==> src/mexp_pkg.sv <==
// Shared types, constants and the microcode program of the modular exponentiation block.
// No dependencies; mexp_mulmod, mexp_seq and the top level refer to this package by scoped names.

package mexp_pkg;

  localparam int DATA_W    = 32;
  localparam int MOD_BITS  = 32;
  localparam int EXP_BITS  = 32;
  localparam int CNT_W     = $clog2(DATA_W);
  localparam int IDX_W     = $clog2(EXP_BITS);
  localparam int CFG_IDX_W = 2;

  typedef enum logic [CFG_IDX_W-1:0] {
    REG_EXPONENT = 2'd0,
    REG_MODULUS  = 2'd1
  } cfg_reg_t;

  typedef enum logic [2:0] {
    OP_INIT,
    OP_MUL,
    OP_TEST,
    OP_NEXT,
    OP_DONE,
    OP_ERR
  } op_t;

  typedef enum logic [1:0] {
    X_BASE,
    X_RES,
    X_SQR
  } xsel_t;

  typedef enum logic {
    A_ONE,
    A_SQR
  } asel_t;

  typedef enum logic {
    DST_RES,
    DST_SQR
  } dst_t;

  typedef logic [2:0] step_t;

  localparam step_t STEP_INIT   = 3'd0;
  localparam step_t STEP_REDUCE = 3'd1;
  localparam step_t STEP_TEST   = 3'd2;
  localparam step_t STEP_MULT   = 3'd3;
  localparam step_t STEP_SQUARE = 3'd4;
  localparam step_t STEP_NEXT   = 3'd5;
  localparam step_t STEP_DONE   = 3'd6;
  localparam step_t STEP_ERR    = 3'd7;

  // One control word of the program.
  typedef struct packed {
    op_t   op;
    xsel_t xsel;
    asel_t asel;
    dst_t  dst;
    step_t target;
  } uword_t;

  // Control from the sequencer to the datapath.
  typedef struct packed {
    logic  load_init;
    logic  mul_start;
    logic  mul_wr;
    xsel_t xsel;
    asel_t asel;
    dst_t  dst;
    logic  out_fire;
    logic  out_err;
  } ctl_t;

  // Status from the datapath back to the sequencer.
  typedef struct packed {
    logic mod_zero;
    logic mul_done;
  } sts_t;

  function automatic uword_t rom_word(step_t s);
    uword_t w;
    w = '{op: OP_DONE, xsel: X_BASE, asel: A_ONE, dst: DST_RES, target: STEP_INIT};
    unique case (s)
      STEP_INIT:   w = '{op: OP_INIT, xsel: X_BASE, asel: A_ONE, dst: DST_RES,
                         target: STEP_ERR};
      STEP_REDUCE: w = '{op: OP_MUL,  xsel: X_BASE, asel: A_ONE, dst: DST_SQR,
                         target: STEP_INIT};
      STEP_TEST:   w = '{op: OP_TEST, xsel: X_BASE, asel: A_ONE, dst: DST_RES,
                         target: STEP_SQUARE};
      STEP_MULT:   w = '{op: OP_MUL,  xsel: X_RES,  asel: A_SQR, dst: DST_RES,
                         target: STEP_INIT};
      STEP_SQUARE: w = '{op: OP_MUL,  xsel: X_SQR,  asel: A_SQR, dst: DST_SQR,
                         target: STEP_INIT};
      STEP_NEXT:   w = '{op: OP_NEXT, xsel: X_BASE, asel: A_ONE, dst: DST_RES,
                         target: STEP_TEST};
      STEP_DONE:   w = '{op: OP_DONE, xsel: X_BASE, asel: A_ONE, dst: DST_RES,
                         target: STEP_INIT};
      STEP_ERR:    w = '{op: OP_ERR,  xsel: X_BASE, asel: A_ONE, dst: DST_RES,
                         target: STEP_INIT};
      default:     w = '{op: OP_DONE, xsel: X_BASE, asel: A_ONE, dst: DST_RES,
                         target: STEP_INIT};
    endcase
    return w;
  endfunction

endpackage

==> src/mexp_mulmod.sv <==
// Bit-serial modular multiplier: prod = x * a mod m, one multiplier bit per cycle, MSB first.
// Depends on mexp_pkg. Requires a < m and m nonzero.

module mexp_mulmod (
  input  logic                          clk,
  input  logic                          rst_n,
  input  logic                          start,
  input  logic [mexp_pkg::DATA_W-1:0]   x,
  input  logic [mexp_pkg::MOD_BITS-1:0] a,
  input  logic [mexp_pkg::MOD_BITS-1:0] m,
  output logic                          done,
  output logic [mexp_pkg::MOD_BITS-1:0] prod
);

  localparam int W2 = mexp_pkg::MOD_BITS + 2;

  logic                          run_r, run_nxt;
  logic                          done_r, done_nxt;
  logic [mexp_pkg::CNT_W-1:0]    cnt_r, cnt_nxt;
  logic [mexp_pkg::DATA_W-1:0]   x_r, x_nxt;
  logic [mexp_pkg::MOD_BITS-1:0] acc_r, acc_nxt;
  logic [W2-1:0]                 t, m1, m2, red;

  // Doubling plus an optional addend stays below 3m, so one of three candidates is right.
  always_comb begin
    m1  = {2'b00, m};
    m2  = {1'b0, m, 1'b0};
    t   = {1'b0, acc_r, 1'b0} + (x_r[mexp_pkg::DATA_W-1] ? {2'b00, a} : '0);
    if (t >= m2) begin
      red = t - m2;
    end else if (t >= m1) begin
      red = t - m1;
    end else begin
      red = t;
    end
  end

  always_comb begin
    run_nxt  = run_r;
    done_nxt = 1'b0;
    cnt_nxt  = cnt_r;
    x_nxt    = x_r;
    acc_nxt  = acc_r;
    if (start) begin
      run_nxt = 1'b1;
      cnt_nxt = '0;
      x_nxt   = x;
      acc_nxt = '0;
    end else if (run_r) begin
      acc_nxt = red[mexp_pkg::MOD_BITS-1:0];
      x_nxt   = {x_r[mexp_pkg::DATA_W-2:0], 1'b0};
      cnt_nxt = cnt_r + 1'b1;
      if (cnt_r == mexp_pkg::CNT_W'(mexp_pkg::DATA_W - 1)) begin
        run_nxt  = 1'b0;
        done_nxt = 1'b1;
      end
    end
  end

  always_ff @(posedge clk) begin
    if (!rst_n) begin
      run_r  <= 1'b0;
      done_r <= 1'b0;
      cnt_r  <= '0;
    end else begin
      run_r  <= run_nxt;
      done_r <= done_nxt;
      cnt_r  <= cnt_nxt;
    end
  end

  always_ff @(posedge clk) begin
    x_r   <= x_nxt;
    acc_r <= acc_nxt;
  end

  assign done = done_r;
  assign prod = acc_r;

endmodule

==> src/mexp_seq.sv <==
// Microcode sequencer: step counter, program table lookup, exponent bit counter and jumps.
// Depends on mexp_pkg for the control word layout and the program itself.

module mexp_seq (
  input  logic                          clk,
  input  logic                          rst_n,
  input  logic                          start,
  input  logic [mexp_pkg::EXP_BITS-1:0] exponent,
  input  mexp_pkg::sts_t                sts,
  output logic                          busy,
  output mexp_pkg::ctl_t                ctl
);

  logic                       busy_r, busy_nxt;
  logic                       wait_r, wait_nxt;
  mexp_pkg::step_t            pc_r, pc_nxt;
  logic [mexp_pkg::IDX_W-1:0] idx_r, idx_nxt;
  mexp_pkg::uword_t           uw;
  mexp_pkg::step_t            pc_inc;

  always_comb begin
    uw        = mexp_pkg::rom_word(pc_r);
    pc_inc    = mexp_pkg::step_t'(pc_r + 3'd1);
    busy_nxt  = busy_r;
    wait_nxt  = wait_r;
    pc_nxt    = pc_r;
    idx_nxt   = idx_r;
    ctl           = '0;
    ctl.xsel      = uw.xsel;
    ctl.asel      = uw.asel;
    ctl.dst       = uw.dst;
    if (!busy_r) begin
      if (start) begin
        busy_nxt = 1'b1;
        wait_nxt = 1'b0;
        pc_nxt   = mexp_pkg::STEP_INIT;
      end
    end else begin
      unique case (uw.op)
        mexp_pkg::OP_INIT: begin
          ctl.load_init = 1'b1;
          idx_nxt       = '0;
          pc_nxt        = sts.mod_zero ? uw.target : pc_inc;
        end
        mexp_pkg::OP_MUL: begin
          if (!wait_r) begin
            ctl.mul_start = 1'b1;
            wait_nxt      = 1'b1;
          end else if (sts.mul_done) begin
            ctl.mul_wr = 1'b1;
            wait_nxt   = 1'b0;
            pc_nxt     = pc_inc;
          end
        end
        mexp_pkg::OP_TEST: begin
          pc_nxt = exponent[idx_r] ? pc_inc : uw.target;
        end
        mexp_pkg::OP_NEXT: begin
          if (idx_r == mexp_pkg::IDX_W'(mexp_pkg::EXP_BITS - 1)) begin
            pc_nxt = pc_inc;
          end else begin
            idx_nxt = idx_r + 1'b1;
            pc_nxt  = uw.target;
          end
        end
        mexp_pkg::OP_DONE: begin
          ctl.out_fire = 1'b1;
          busy_nxt     = 1'b0;
        end
        mexp_pkg::OP_ERR: begin
          ctl.out_fire = 1'b1;
          ctl.out_err  = 1'b1;
          busy_nxt     = 1'b0;
        end
        default: begin
          busy_nxt = 1'b0;
        end
      endcase
    end
  end

  always_ff @(posedge clk) begin
    if (!rst_n) begin
      busy_r <= 1'b0;
      wait_r <= 1'b0;
      pc_r   <= mexp_pkg::STEP_INIT;
      idx_r  <= '0;
    end else begin
      busy_r <= busy_nxt;
      wait_r <= wait_nxt;
      pc_r   <= pc_nxt;
      idx_r  <= idx_nxt;
    end
  end

  assign busy = busy_r;

endmodule

==> src/modular_exponentiation_top.sv <==
// Top level of the modular exponentiation block: configuration registers, operand registers,
// result register. Depends on mexp_pkg, mexp_mulmod and mexp_seq.
//
//   Channel   Handshake                  Payload                       Direction
//   input     start / busy               in_base[31:0]                 in
//   result    out_valid (one-cycle)      out_result, out_modulus_error out
//   config    cfg_valid / cfg_ready      cfg_index[1:0], cfg_data      in
//
// A base word is taken when start is high and busy is low; one result word follows.
// Each exponent bit costs one squaring and each set bit one extra multiplication, all done by
// the bit-serial multiplier after one reduction of the base. A zero modulus returns the error
// word without running the multiplier.
// rst_n is synchronous and active low; it restores exponent and modulus to 1.
// Results cannot be stalled; out_valid is a strobe of exactly one cycle per word.

module modular_exponentiation_top (
  input  logic                           clk,
  input  logic                           rst_n,
  input  logic                           start,
  output logic                           busy,
  input  logic [31:0]                    in_base,
  output logic                           out_valid,
  output logic [31:0]                    out_result,
  output logic                           out_modulus_error,
  input  logic                           cfg_valid,
  output logic                           cfg_ready,
  input  logic [mexp_pkg::CFG_IDX_W-1:0] cfg_index,
  input  logic [31:0]                    cfg_data
);

  // Configuration registers hold only the bits that the datapath uses.
  logic [mexp_pkg::EXP_BITS-1:0] exp_r;
  logic [mexp_pkg::MOD_BITS-1:0] mod_r;

  // Operand registers: the latched base, the running result and the running square.
  logic [mexp_pkg::DATA_W-1:0]   base_r;
  logic [mexp_pkg::MOD_BITS-1:0] res_r;
  logic [mexp_pkg::MOD_BITS-1:0] sqr_r;

  logic                          out_valid_r;
  logic [31:0]                   out_result_r;
  logic                          out_err_r;

  mexp_pkg::ctl_t                ctl;
  mexp_pkg::sts_t                sts;

  logic [mexp_pkg::MOD_BITS-1:0] one_mod;
  logic [mexp_pkg::DATA_W-1:0]   mul_x;
  logic [mexp_pkg::MOD_BITS-1:0] mul_a;
  logic [mexp_pkg::MOD_BITS-1:0] mul_prod;
  logic                          mul_done;
  logic                          accept;

  assign accept    = start && !busy;
  assign cfg_ready = 1'b1;

  // 1 mod m is 0 only when the modulus is one. The initial reduction of the base is then
  // simply base * (1 mod m) through the same multiplier.
  assign one_mod = (mod_r == mexp_pkg::MOD_BITS'(1)) ? '0 : mexp_pkg::MOD_BITS'(1);

  assign sts.mod_zero = (mod_r == '0);
  assign sts.mul_done = mul_done;

  always_comb begin
    case (ctl.xsel)
      mexp_pkg::X_BASE: mul_x = base_r;
      mexp_pkg::X_RES:  mul_x = mexp_pkg::DATA_W'(res_r);
      mexp_pkg::X_SQR:  mul_x = mexp_pkg::DATA_W'(sqr_r);
      default:          mul_x = '0;
    endcase
    case (ctl.asel)
      mexp_pkg::A_ONE: mul_a = one_mod;
      mexp_pkg::A_SQR: mul_a = sqr_r;
      default:         mul_a = '0;
    endcase
  end

  mexp_seq u_seq (
    .clk      (clk),
    .rst_n    (rst_n),
    .start    (start),
    .exponent (exp_r),
    .sts      (sts),
    .busy     (busy),
    .ctl      (ctl)
  );

  mexp_mulmod u_mul (
    .clk   (clk),
    .rst_n (rst_n),
    .start (ctl.mul_start),
    .x     (mul_x),
    .a     (mul_a),
    .m     (mod_r),
    .done  (mul_done),
    .prod  (mul_prod)
  );

  // Register writes must come only while idle; the block itself does not enforce this.
  always_ff @(posedge clk) begin
    if (!rst_n) begin
      exp_r <= mexp_pkg::EXP_BITS'(1);
      mod_r <= mexp_pkg::MOD_BITS'(1);
    end else if (cfg_valid) begin
      if (cfg_index == mexp_pkg::REG_EXPONENT) begin
        exp_r <= cfg_data[mexp_pkg::EXP_BITS-1:0];
      end else if (cfg_index == mexp_pkg::REG_MODULUS) begin
        mod_r <= cfg_data[mexp_pkg::MOD_BITS-1:0];
      end
    end
  end

  // Operand registers carry payload only and need no reset.
  always_ff @(posedge clk) begin
    if (accept) begin
      base_r <= in_base;
    end
    if (ctl.load_init) begin
      res_r <= one_mod;
    end else if (ctl.mul_wr && ctl.dst == mexp_pkg::DST_RES) begin
      res_r <= mul_prod;
    end
    if (ctl.mul_wr && ctl.dst == mexp_pkg::DST_SQR) begin
      sqr_r <= mul_prod;
    end
    if (ctl.out_fire) begin
      out_result_r <= ctl.out_err ? '0 : 32'(res_r);
      out_err_r    <= ctl.out_err;
    end
  end

  always_ff @(posedge clk) begin
    if (!rst_n) begin
      out_valid_r <= 1'b0;
    end else begin
      out_valid_r <= ctl.out_fire;
    end
  end

  assign out_valid         = out_valid_r;
  assign out_result        = out_result_r;
  assign out_modulus_error = out_err_r;

endmodule

==> config.mk <==
export PLATFORM = sky130hd
export DESIGN_NAME = modular_exponentiation_top
export DESIGN_NICKNAME = d
export VERILOG_FILES = /design/src/mexp_pkg.sv /design/src/mexp_mulmod.sv /design/src/mexp_seq.sv /design/src/modular_exponentiation_top.sv
export SDC_FILE = /design/constraint.sdc
export NUM_CORES = 1
export LEC_CHECK = 0
export ABC_AREA = 1
export BUFFER_PORTS_ARGS = -buffer_cell sky130_fd_sc_hd__buf_2
export CORE_UTILIZATION = 55
export DETAILED_ROUTE_END_ITERATION = 12
export MAX_ROUTING_LAYER = met4
export PLACE_DENSITY = 0.7
export SYNTH_ARGS = -nofsm -noshare
export SYNTH_HDL_FRONTEND = slang
export SYNTH_HIERARCHICAL = 1
export SYNTH_SLANG_ARGS = --single-unit
==> constraint.sdc <==
create_clock -name clk -period 13.84 [get_ports clk]
set_clock_uncertainty 0.2 [all_clocks]
set_input_delay 2.768 -clock clk [delete_from_list [all_inputs] [get_ports clk]]
set_output_delay 2.768 -clock clk [all_outputs]
set_load 0.03 [all_outputs]
* After elaboration in Yosys (flattened, before gate mapping) *
Memory sizes are Yosys's and may differ from the RTL's. A register that Yosys moved wholly into a read port is not among the register bits.
Cells that the tools add are included.

word-level totals
  flip-flop bits (word level) = 275
  memory bits (read-only) = 80
  input port bits = 70
  output and inout port bits = 36
  logic and storage cells = 114
  memories kept = 1

operators by class
  $add $sub $neg = 6
  $lt $le $gt $ge = 3
  equality and inequality tests = 16
  mux-type cells = 45
  bitwise gates (word level) = 5
  reduce and logical (&&, ||, !) cells = 21

memory list
  name              words  bits a word  rd ports  clocked after memory_dff  write ports  RTL line        RTL
  (name not given)  8      10           1         1                         0            mexp_pkg.sv:84  unique case (s)

operators with widths
  operator                                                     number
  two-way mux 32 bit                                           7
  one-hot mux 32 bit (3 select lines)                          1
  one-hot mux 32 bit (2 select lines)                          1
  subtractor 32 bit                                            2
  adder 33 x 32 -> 34 bit                                      1
  greater-or-equal comparator 34 x 32 -> 1 bit                 1
  greater-or-equal comparator 34 x 33 -> 1 bit                 1
  == test 32 x 1 -> 1 bit (second input constant)              1
  logical NOT 32 bit                                           1
  two-way mux 3 bit                                            10
  two-way mux 1 bit                                            20
  one-hot mux 3 bit (4 select lines)                           1
  adder 5 x 1 -> 5 bit (second input constant)                 2
  == test 5 bit (second input constant)                        2
  one-hot mux 5 bit (2 select lines)                           1
  nonzero test 2 bit                                           4
  == test 3 x 2 -> 1 bit (second input constant)               2
  == test 3 bit (second input constant)                        2
  less-than comparator 5 x 6 -> 1 bit (second input constant)  1
  AND reduction 3 bit                                          2
  binary-select mux 1 bit (select 5 bit)                       1
  two-way mux 5 bit                                            1
  != test 5 bit (second input constant)                        1
  inverter 1 bit                                               5
  17 further kinds                                             25

* Depth between registers and ports, before layout *
Gate-level depths: netlist (run 1).

  depth after elaboration = 8
  gate-level depth with buffers = 38
  mapped depth without buffers = 34

* Modules after synthesis *
The synthesis (run 1) kept the hierarchy.

modules (own cells, without submodules)
  module                      instances  cells each  area each (um^2)  seq. area each (um^2)
  mexp_mulmod                 1          1619        9675.5            1741.7
  modular_exponentiation_top  1          772         7906.3            5175.0
  mexp_seq                    1          228         1526.5            400.4

* Least setup slack after synthesis (run 1) *
No wires, ideal clock.

  path kind = input -> register
  start = input port start
  end = register base_r[0] (netlist bit) (enable)
  library setup time = 0.422 ns
  arrival time = 4.157 ns
  data required time = 13.218 ns
  path slack = 9.061 ns
  cell stages on the path = 2
  buffers on the path = 0
  cell sequence = inv_1 nor2_1

on the way
  word-level cells in the longest chain between the ends = 1

ends and longest elaborated chain
  item                    RTL line                           RTL
  start: declaration      modular_exponentiation_top.sv:19   input logic start,
  logical AND 1 bit       modular_exponentiation_top.sv:54   assign accept = start && !busy;
  named net accept        modular_exponentiation_top.sv:52   logic accept;
  end signal: assignment  modular_exponentiation_top.sv:116  base_r <= in_base;
  end: declaration        modular_exponentiation_top.sv:36   logic [mexp_pkg::DATA_W-1:0] base_r;

The timed path passes the listed nets, and every way through them passes these cells.
A chain may end at the register's enable or synchronous reset.

* Final worst setup path (run 1) *
  start = register, netlist name u_seq/uw[4]
  end = register u_mul.acc_r (netlist bit u_mul/prod[29])

on the way
  word-level cells in the longest chain between the ends = 7
  elaborated cells on any way between the ends = 10
  classes of those cells = add/sub (3); order compare (2); mux (4); bitwise (1)

ends and longest elaborated chain
  item                                                                                      RTL line                              RTL
  inverter 1 bit                                                                            modular_exponentiation_top.sv:71      case (ctl.asel)
  one-hot mux 32 bit (2 select lines) (*)                                                   modular_exponentiation_top.sv:71
  named net mul_a (one bit)                                                                 modular_exponentiation_top.sv:49      logic [mexp_pkg::MOD_BITS-1:0] mul_a;
  two-way mux 32 bit (*)                                                                    mexp_mulmod.sv:28                     t = {1'b0, acc_r, 1'b0} + (x_r[mexp_pkg::DATA_W-1] ? {2'b00, a} : '0);
  adder 33 x 32 -> 34 bit (*)                                                               mexp_mulmod.sv:28
  subtractor 32 bit / greater-or-equal comparator 34 x 32 -> 1 bit (equally long branches)  mexp_mulmod.sv:32, mexp_mulmod.sv:31
  two-way mux 32 bit                                                                        mexp_mulmod.sv:31                     end else if (t >= m1) begin
  two-way mux 32 bit (*)                                                                    mexp_mulmod.sv:29                     if (t >= m2) begin
  end signal: assignment                                                                    mexp_mulmod.sv:74                     acc_r <= acc_nxt;
  end: declaration                                                                          mexp_mulmod.sv:21                     logic [mexp_pkg::MOD_BITS-1:0] acc_r, acc_nxt;

Mark *: on every way through the listed nets, which the timed path passes. The rest lies on a longest branch.

==> impl_metrics.yaml, run 1 <==
run_status:
  status: "complete, no violations"
worst_setup_path:
  slowest_stage: "dfxtp_1"
  timing.critical_path.mode_cell: "nand2_1"
  path_delay_family: "simple AND/OR/NAND/NOR gates"
  cp_max_fo: 34
  end_kind: "register"
  path_class: "reg -> reg"
  slowest_delay_ps: 970
  cp.required_ps: 14060
  crit_buf_inv: 9
  worstPathArrival_ps: 6490
  worstSetupStartpointType: "register"
global_routing:
  grt_overflow: 0
  grt_pass1_wl_mm: 87.9
  grt_busiest_layer: "met2"
  use_met3_pct: 4.00
  grt_max_degree: 73
  grt_usage_pct: 32.1
  use_met1_pct: 42.1
  use_met2_pct: 51.6
  antenna_found_initial: 0
  grt_pass1_vias: 16700
die:
  start_util_pct: 56.4
  die-area_um2: 35500
  ioPinCount: 106
  coreArea_um2: 33900
  die_x_um: 188
  placementRows: 67
  die-height_um: 188
clock_network:
  cts_tree: "done"
  clk_pin_slew_ps: 60
  ctsHtreeMaxLevel: 2
  holdBufCountCts: 0
  cts_setup_buffers: 0
  cts_sinks: 285
  numCtsBuffers: 34
  root_buffer: "clkbuf_16"
  clock_latency_ps: 520
  cts_resized: 0
  clockBufferDepth: 3
synthesis:
  syn-cell-area_um2: 19100
  synth_seq_cells: 285
  synthArstFlopShare_pct: 0
  yosysUniqueCellTypes: 58
  synth.avg_cell_area_um2: 7.30
  synth.area.top_cells: "edfxtp_1 25%, nand2_1 14%, dfxtp_1 13%, inv_1 8.4%, ha_1 6.5%"
  synth_largest_area_cell: "edfxtp_1"
  synth_edf_count: 161
  yosys_warnings: 6
  synth.yosys.seq_area_share_pct: 38.3
  synth_top_area_share_pct: 25.3
  syn_nets: 2792
  yosysMostFrequentCell: "nand2_1"
  synth_common_cells: "697 x nand2_1, 428 x inv_1, 281 x nor2_1, 197 x a21oi_1, 161 x edfxtp_1"
  synth_cells: 2619
  synthFlopType: "edfxtp_1"
layout:
  syn2layout_area_growth_pct: 9.33
  drive_gt1_share_pct: 10.2
  nets: 2864
  num_antenna_cells: 0
sta:
  setup_viol: 0
  worst_slack_ps: 7570
  finalCritPeriodShare_pct: 45.3
  hold_viol: 0
  finalMaxSlewViolations: 0
  tns_ps: 0
  slew-limit-headroom_pct: 18.5
  fin_crit_ps: 6270
  rsz0062_at_grt: "no"
  fmax_ghz: 0.159
  worstMarginPinSlew_ps: 1220
place:
  io_buffer_count: 104
  post-place-ws_ps: 7690
  gp_congestion: 1.05
  dpl.hpwl_mm: 42.7
route:
  final_antenna_net_count: 0
  routed_wl_mm: 54.6
  drt_iter0_drc: 1362
  wl_per_cell_um: 17.3
  drc_errors: 0
  first_pass_iters: 5
  vias: 17100
  vias_per_cell: 5.42
hold_path:
  hold_path.class: "reg -> reg"
pwr:
  power.static_leakage_uw: 0.0101
  vdd_ir_drop_max_v: 0.000125
  p_per_area_nw_per_um2: 196
run:
  max_cap_violations: 0
## routing by layer
layer	routed length (µm)	vias up
met5	0	-
met4	1640	0
met3	3540	97
met2	25200	574
met1	24300	7900
li1	-	8578
## worst register-to-register path: cells and delay by family (launching register included)
kind                       cells  cell delay (ps)
AOI/OAI and AO/OA              2              580
adders and majority gates      3             1000
buffers and inverters          9              920
DFF                            1              970
and+or+nand+nor               19             2500
## placed cells by master (no fill, tap or decap), types with 19 or more instances in the layout
master / synthesis / final
nand2_1: 697 / 697
inv_1: 428 / 428
nor2_1: 281 / 277
a21oi_1: 197 / 197
edfxtp_1: 161 / 161
nand3_1: 132 / 132
o21ai_0: 127 / 126
dfxtp_1: 124 / 124
buf_2: 24 / 104
ha_1: 100 / 100
xor2_1: 50 / 50
clkbuf_16: 0 / 35
o221ai_2: 30 / 30
nor3_1: 28 / 26
nand2_2: 23 / 23
o21bai_1: 19 / 19
## where the power goes
part / internal (µW) / switching (µW) / leakage [µW]
logic: 668 / 1450 / 0.00710
registers: 1010 / 93.4 / 0.00251
clock network: 517 / 357 / 0.000531
total: 2200 / 1900 / 0.0101
## cell families after synthesis
group                    count (synthesis)  synth area share [%]
XOR/XNOR                                68                  3.12
flip-flops                             285                  38.3
adder cells (fa/ha/maj)                103                  6.86
AO/OA/AOI/OAI                          427                  13.9
other                                    1                0.0196
AND/OR/NAND/NOR                       1219                  26.7
buffers and inverters                  516                  11.2
## final cells by class
type | count | area, µm²
Clock inverter | 13 | 139
Sequential cell | 285 | 7320
Timing Repair Buffer | 113 | 588
Multi-Input combinational cell | 1818 | 9680
Tap cell | 448 | 561
Clock buffer | 47 | 941
Fill cell | 3132 | 13000
Inverter | 439 | 1660
## flip-flops by register name, indices dropped and copies added (netlist names), 3 cells and up
register and flops:
u_mul/cnt_r 5, mod_r 32, base_r 32, sqr_r 32, out_result 32, u_mul/x_r 32, res_r 32, u_seq/uw 10
u_seq/idx_r 5, exp_r 32, u_mul/prod 32, u_seq/pc_r 3
## path summary, 6_finish.rpt
kind / from / to / slack [ps] / cells after the start
max: u_seq/uw[4]$_DFF_P_ / u_mul/prod[29]$_SDFFE_PP0P_ / 7570 / 33
min: mod_r[6]$_SDFFE_PN0P_ / mod_r[6]$_SDFFE_PN0P_ / 270 / 2
max reg2reg: u_seq/uw[4]$_DFF_P_ / u_mul/prod[29]$_SDFFE_PP0P_ / 7570 / 33
min reg2reg: mod_r[6]$_SDFFE_PN0P_ / mod_r[6]$_SDFFE_PN0P_ / 270 / 2
## stage by stage
stage | area [µm²] | total power (µW) | hold WS (ps) | util, % | std cells
2_1_floorplan | 19100 | 2600 | 242 | - | 2619
3_3_place_gp | 19800 | 3170 | 252 | 58.5 | 3103
3_5_place_dp | 19800 | 3170 | 259 | 58.5 | 3103
4_1_cts | 20900 | 4060 | 271 | 61.7 | 3163
5_1_grt | 20900 | 4380 | 294 | 61.7 | 3163
6_report | 20900 | 4100 | 271 | 61.7 | 3163
Power figures use the tool's default switching activity.
==> run 2, diff against run 1 <==
--- a/config.mk
+++ b/config.mk
@@ -10,7 +10,7 @@
 export CORE_UTILIZATION = 55
 export DETAILED_ROUTE_END_ITERATION = 12
 export MAX_ROUTING_LAYER = met4
-export PLACE_DENSITY = 0.7
+export PLACE_DENSITY = 0.73
 export SYNTH_ARGS = -nofsm -noshare
 export SYNTH_HDL_FRONTEND = slang
 export SYNTH_HIERARCHICAL = 1
==> constraint.sdc (replaced) <==
create_clock -name clk -period 5.2 [get_ports clk]
set_clock_uncertainty 0.2 [all_clocks]
set_input_delay 1.04 -clock clk [delete_from_list [all_inputs] [get_ports clk]]
set_output_delay 1.04 -clock clk [all_outputs]
set_load 0.03 [all_outputs]
==> run 2 against run 1 <==
Compared with the run above:
- final cell count is 1.2% higher
- largest cell class unchanged
- critical path type unchanged
- global-route usage is 0.16 points higher
- first-iteration DRC count rose by 4.4%
- register-to-register slack got worse by 7300 ps
- combinational power rose to 2.9 times the previous value
- non-clock buffer count grew 38
- die area unchanged
- via count up 0.67%
- largest power group unchanged
- wire length up 2.8%
- sequential cell count unchanged
- sequential power rose to 2.6 times the previous value
==> impl_metrics.yaml, run 2 (synthesized netlist as in run 1, its figures left out) <==
worst_setup_path:
  worstPathArrival_ps: 5260
  regToRegSetupSlack_ps: 220
  path_class: "reg -> reg"
  r2r_cells: 22
  cp.required_ps: 5480
  end_kind: "register"
  slowest_delay_ps: 570
  crit_path_cell_trace: "buf_12, nand2_1, inv_1, ha_1, inv_1, fa_1, o21ai_2, buf_4, xor2_1, ha_1, nand2_1, nor2_1, nand2_1, nand3_1, a21oi_1, o21ai_0, nand3_1, nand2_1, nand2_1, nand3_1, nand3_1, a21oi_1"
  cp_max_fo: 16
  timing.critical_path.mode_cell: "nand2_1"
  r2r-end: "u_mul/prod[28]$_SDFFE_PP0P_"
  slowest_stage: "o21ai_0"
  r2r-start: "u_mul/x_r[31]$_DFFE_PP_"
  worstSetupStartpointType: "register"
global_routing:
  grt_pass1_wl_mm: 88.0
  grt_pass1_vias: 16700
  antenna_found_initial: 0
  grt_usage_pct: 32.3
  grt_max_degree: 73
  grt_overflow: 0
run_status:
  status: "complete, no violations"
clock_network:
  root_buffer: "clkbuf_16"
  clock_latency_ps: 570
  holdBufCountCts: 0
  numCtsBuffers: 31
  cts_sinks: 285
  cts_tree: "done"
  clk_pin_slew_ps: 60
  ctsHtreeMaxLevel: 1
  clockBufferDepth: 3
die:
  coreArea_um2: 33900
  die-height_um: 188
  die-area_um2: 35500
  die_x_um: 188
  placementRows: 67
  ioPinCount: 106
  start_util_pct: 56.4
hold_path:
  hold_end: "mod_r[8]$_SDFFE_PN0P_"
  hold_path.class: "reg -> reg"
  min-delay-start: "mod_r[8]$_SDFFE_PN0P_"
  holdPathStages: 2
pwr:
  vdd_ir_drop_max_v: 0.000359
  p_total_uw: 11000
  p_sw_share_pct: 46.8
  combPwrFrac_pct: 54.8
  power.internal_uw: 5840
  power.static_leakage_uw: 0.0103
  p_per_area_nw_per_um2: 518
  switchingPower_uw: 5140
  sequentialPowerShare_pct: 26.8
  pwr-share-clk_pct: 18.5
route:
  vias: 17300
  first_pass_iters: 6
  drc_errors: 0
  wl_per_cell_um: 17.5
  routed_wl_mm: 56.1
  drt_iter0_drc: 1422
  vias_per_cell: 5.40
  final_antenna_net_count: 0
place:
  place_area_um2: 20100
  io_buffer_count: 104
  dpl.hpwl_mm: 44.0
  gp_congestion: 1.05
  place_inst: 3133
sta:
  setup_viol: 0
  fmax_ghz: 0.201
  finalCritPeriodShare_pct: 95.8
  hold_ws_ps: 268
  finalMaxSlewViolations: 0
  hold_viol: 0
  slew-limit-headroom_pct: 34.7
  fin_crit_ps: 4980
  worstMarginPinSlew_ps: 978
layout:
  post-route-util_pct: 62.6
  drive_gt1_share_pct: 11.9
  syn2layout_area_growth_pct: 11.0
  nets: 2901
  finalNonFillerCells: 3200
  finalInstanceArea_um2: 21200
  mostFrequentLayoutCell: "nand2_1"
  num_antenna_cells: 0
  mostFrequentLayoutCells: "694 x nand2_1, 428 x inv_1, 275 x nor2_1"
run:
  max_cap_violations: 0
-- run 2: cell types whose count changed in the layout (fill, tap and decap cells not counted), moves of 3 or more --
cell and delta:
buf_4 +33, buf_12 +4, clkinvlp_4 +4, a21oi_1 -3
clkbuf_16 -3, nand2_1 -3, xor2_1 -3, xor2_2 +3
-- run 2: worst max-delay path by stage --
stage | endpoint | cells after the start | startpoint | slack, ps
4_1_cts | u_mul/prod[22]$_SDFFE_PP0P_ | 30 | u_mul/x_r[31]$_DFFE_PP_ | 20
3_3_place_gp | u_mul/prod[22]$_SDFFE_PP0P_ | 30 | u_mul/x_r[31]$_DFFE_PP_ | 140
3_5_place_dp | u_mul/prod[22]$_SDFFE_PP0P_ | 30 | u_mul/x_r[31]$_DFFE_PP_ | 70
6_report | u_mul/prod[28]$_SDFFE_PP0P_ | 22 | u_mul/x_r[31]$_DFFE_PP_ | 220
5_1_grt | u_mul/prod[16]$_SDFFE_PP0P_ | 29 | u_seq/uw[4]$_DFF_P_ | -40
2_1_floorplan | u_mul/prod[29]$_SDFFE_PP0P_ | 37 | u_seq/uw[4]$_DFF_P_ | 700
-- run 2: critical path: cells and delay by family, from the launching register on --
kind	cells	cell delay [ps]
buffers and inverters	4	410
DFF	1	420
AOI/OAI and AO/OA	4	1050
adders and majority gates	3	830
and+or+nand+nor	10	1570
xor gates and xnor gates	1	400
-- run 2: cell type report --
| class | instances | area, µm² |
|---|---|---|
| Fill cell | 3081 | 12700 |
| Multi-Input combinational cell | 1820 | 9800 |
| Sequential cell | 285 | 7320 |
| Inverter | 439 | 1670 |
| Timing Repair Buffer | 151 | 941 |
| Clock buffer | 47 | 876 |
| Tap cell | 448 | 561 |
| Clock inverter | 10 | 56.3 |
-- run 2: power groups by stage --
stage          Sequential (µW)  Clock, µW  Combinational [µW]
3_5_place_dp              2980          0                5690
2_1_floorplan             2870          0                4050
5_1_grt                   2970       2140                6610
6_report                  2940       2030                6020
4_1_cts                   2940       2050                5720
3_3_place_gp              2970          0                5680
-- run 2: through the flow --
step	worst slack, ps	TNS (ps)
after floorplan	695	0
after global placement	139	0
after detailed placement	69.8	0
after CTS	23.3	0
after global routing	-38.6	-221
final	220	0
-- run 2: timing repair --
action | in CTS | in global routing
setup endpoints to repair | 0 | 32
endpoints found under the hold margin | 0 | 0
resized for setup | 0 | 23
setup buffers | 0 | 7
-- run 2: metal layers --
layer  GRT usage [%]  share of wire, %  up-vias
met5               -                 0        -
met4            9.27               3.0        0
met3            3.00               5.6       98
met2            53.3                47      579
met1            42.2                44     7949
li1                -                 -     8638
==> run 3, diff against run 2 <==
--- a/config.mk
+++ b/config.mk
@@ -5,8 +5,9 @@
 export SDC_FILE = /design/constraint.sdc
 export NUM_CORES = 1
 export LEC_CHECK = 0
-export ABC_AREA = 1
+export ABC_AREA = 0
 export BUFFER_PORTS_ARGS = -buffer_cell sky130_fd_sc_hd__buf_2
+export CORE_MARGIN = 8
 export CORE_UTILIZATION = 55
 export DETAILED_ROUTE_END_ITERATION = 12
 export MAX_ROUTING_LAYER = met4
==> run 3 against run 2 <==
Compared with the run above:
- the flow now finishes with violations (negative setup slack)
- non-clock buffer count grew 246
- worst hold slack lost 18 ps
- final cell count shrank 18%
- synthesized area shrank 7.8%
- critical endpoint is now u_mul/prod[21]$_SDFFE_PP0P_
- total power grew 22%
- critical path type unchanged
==> impl_metrics.yaml, run 3 <==
die:
  ioPinCount: 106
  die_x_um: 195
  start_util_pct: 55.9
  coreArea_um2: 31600
  die-area_um2: 38000
  placementRows: 65
  die-height_um: 195
pwr:
  vdd_ir_drop_max_v: 0.000335
  pwr-share-clk_pct: 17.1
  combPwrFrac_pct: 60.7
  switchingPower_uw: 5360
  power.static_leakage_uw: 0.00911
  p_per_area_nw_per_um2: 589
  sequentialPowerShare_pct: 22.2
  p_sw_share_pct: 39.9
  power.internal_uw: 8070
  p_total_uw: 13400
sta:
  hold_viol: 0
  finalMaxSlewViolations: 0
  fin_crit_ps: 5290
  slew-limit-headroom_pct: 17.0
  worst_slack_ps: -88.4
  finalCritPeriodShare_pct: 102
  tns_ps: -892
  rsz0062_at_grt: "yes"
  fmax_ghz: 0.189
  setup_viol: 20
  worstMarginPinSlew_ps: 1250
synthesis:
  syn-cell-area_um2: 17600
  synthArstFlopShare_pct: 0
  synth_common_cells: "219 x nand2_1, 161 x edfxtp_1, 124 x dfxtp_1, 100 x ha_1, 100 x o21ai_0"
  yosys_warnings: 6
  synthFlopType: "edfxtp_1"
  syn_nets: 2020
  synth_cells: 1847
  yosysUniqueCellTypes: 95
  synth_seq_cells: 285
  synth_edf_count: 161
  synth.avg_cell_area_um2: 9.54
  synth_largest_area_cell: "edfxtp_1"
  synth.area.top_cells: "edfxtp_1 27%, dfxtp_1 14%, ha_1 7.1%, nand2_1 4.7%, mux2i_1 3.3%"
  synth_top_area_share_pct: 27.4
  yosysMostFrequentCell: "nand2_1"
  synth.yosys.seq_area_share_pct: 41.5
hold_path:
  holdPathStages: 2
  hold_path.class: "reg -> reg"
  min-delay-start: "exp_r[1]$_SDFFE_PN0P_"
  hold_end: "exp_r[1]$_SDFFE_PN0P_"
worst_setup_path:
  cp.required_ps: 5480
  end_kind: "register"
  r2r-end: "u_mul/prod[21]$_SDFFE_PP0P_"
  worstSetupStartpointType: "register"
  r2r-start: "u_mul/x_r[31]$_DFFE_PP_"
  cp_max_fo: 6
  crit_path_cell_trace: "and2_4, ha_4, inv_2, fa_2, nand2b_4, a21oi_4, o22a_1, buf_4, a41o_4, a31oi_2, xnor2_1, ha_1, a31oi_1, o21ai_1, a21o_1, a221oi_4, a21oi_2, nor4b_4, buf_6, buf_12, buf_8, mux2i_4, a211o_1, o21ai_1"
  slowest_stage: "edfxtp_1"
  timing.critical_path.mode_cell: "o21ai_1"
  worstPathArrival_ps: 5560
  regToRegSetupSlack_ps: -90
  r2r_cells: 24
  slowest_delay_ps: 460
  path_class: "reg -> reg"
global_routing:
  grt_busiest_layer: "met2"
  grt_pass1_vias: 15000
  use_met3_pct: 4.02
  use_met2_pct: 42.9
  antenna_found_initial: 0
  use_met1_pct: 37.2
  grt_pass1_wl_mm: 82.7
  grt_usage_pct: 27.6
  grt_overflow: 0
  grt_max_degree: 77
clock_network:
  cts_sinks: 285
  clockBufferDepth: 3
  holdBufCountCts: 0
  numCtsBuffers: 31
  cts_tree: "done"
  ctsHtreeMaxLevel: 1
  clk_pin_slew_ps: 60
  clock_latency_ps: 600
  root_buffer: "clkbuf_16"
place:
  place_inst: 2520
  post-place-ws_ps: -401
  io_buffer_count: 104
  dpl.hpwl_mm: 38.6
  gp_congestion: 0.940
run:
  max_cap_violations: 0
layout:
  num_antenna_cells: 0
  finalNonFillerCells: 2620
  drive_gt1_share_pct: 30.3
  mostFrequentLayoutCell: "buf_4"
  syn2layout_area_growth_pct: 29.4
  mostFrequentLayoutCells: "266 x buf_4, 216 x nand2_1, 161 x edfxtp_1"
  nets: 2366
  fillers: 2318
route:
  vias_per_cell: 5.84
  wl_per_cell_um: 20.2
  drc_errors: 0
  drt_iter0_drc: 991
  routed_wl_mm: 52.8
  first_pass_iters: 6
  final_antenna_net_count: 0
  vias: 15300
run_status:
  violations: "negative setup slack"
  status: "complete, but fails checks"
[run 3: cell count changes after synthesis, moves of 77 or more]
cell     before  now
a21oi_1     197   96
and2_1        2   79
inv_1       428   69
nand2_1     697  219
nand3_1     132   35
nor2_1      281   89
[run 3: repair_timing]
item                       4_1_cts  5_1_grt
gates cloned                     2        1
setup buffers                   19       25
pin swaps                       48       93
setup endpoints to repair       32       32
gates resized for setup         98      127
[run 3: how the worst max path moves through the flow]
stage,startpoint,to,slack [ps],depth (start not counted)
after global placement,u_seq/uw[4]$_DFF_P_,u_mul/prod[3]$_SDFFE_PP0P_,-280,24
after detailed placement,u_seq/uw[4]$_DFF_P_,u_mul/prod[3]$_SDFFE_PP0P_,-400,24
after CTS,u_mul/x_r[31]$_DFFE_PP_,u_mul/prod[31]$_SDFFE_PP0P_,-50,24
final,u_mul/x_r[31]$_DFFE_PP_,u_mul/prod[21]$_SDFFE_PP0P_,-90,24
after floorplan,u_seq/uw[4]$_DFF_P_,u_mul/prod[3]$_SDFFE_PP0P_,20,24
after global routing,u_mul/x_r[31]$_DFFE_PP_,u_mul/prod[31]$_SDFFE_PP0P_,-310,24
[run 3: cells by family (layout without fill, tap and decap cells)]
| family | Yosys count | after routing | synth area share, % |
|---|---|---|---|
| flops | 285 | 285 | 41.5 |
| compound gates | 485 | 485 | 18.6 |
| buf+inv | 154 | 525 | 4.00 |
| other cells | 1 | 1 | 0.0213 |
| fa+ha+maj | 103 | 103 | 7.44 |
| xor+xnor | 91 | 91 | 4.52 |
| mux | 97 | 97 | 5.79 |
| simple gates | 631 | 631 | 18.1 |
[run 3: layout make-up]
type	instances	area [µm²]	share of cell area, %
timing repair buffer	397	2900	12.7
multi-input combinational	1408	10700	47.1
inverter	70	263	1.15
clock inverter	14	165	0.724
clock buffer	44	905	3.97
sequential	285	7320	32.1
tap	402	503	2.21
[run 3: critical path, delay by kind of cell (launching register included)]
family / cells / cell delay, ps
buffers and inverters: 5 / 630
xor gates and xnor gates: 1 / 390
muxes: 1 / 230
adders and majority gates: 3 / 820
AOI/OAI and AO/OA: 11 / 1800
DFF: 1 / 460
and+or+nand+nor: 3 / 650
[run 3: per-layer routing]
metal | wire length [µm] | part of all wire, % | vias to the layer above
li1 | - | - | 7382
met1 | 24400 | 46 | 7366
met2 | 23800 | 45 | 468
met3 | 3030 | 5.7 | 82
met4 | 1560 | 3.0 | 0
met5 | 0 | 0 | -
[run 3: stage by stage]
step,instance area (µm²),util (%),hold slack [ps]
floorplan,17700,-,234
CTS,21900,69.5,253
global placement,20200,64.1,240
detailed placement,20200,64.1,245
global route,22800,72.3,272
finish,22800,72.3,251
[run 3: power groups by stage]
stage,Clock [µW],Sequential (µW),Combinational (µW)
6_report,2300,2980,8160
2_1_floorplan,0,2870,4030
4_1_cts,2330,2960,7180
3_5_place_dp,0,3000,6520
5_1_grt,2420,3000,8730
3_3_place_gp,0,2990,6480
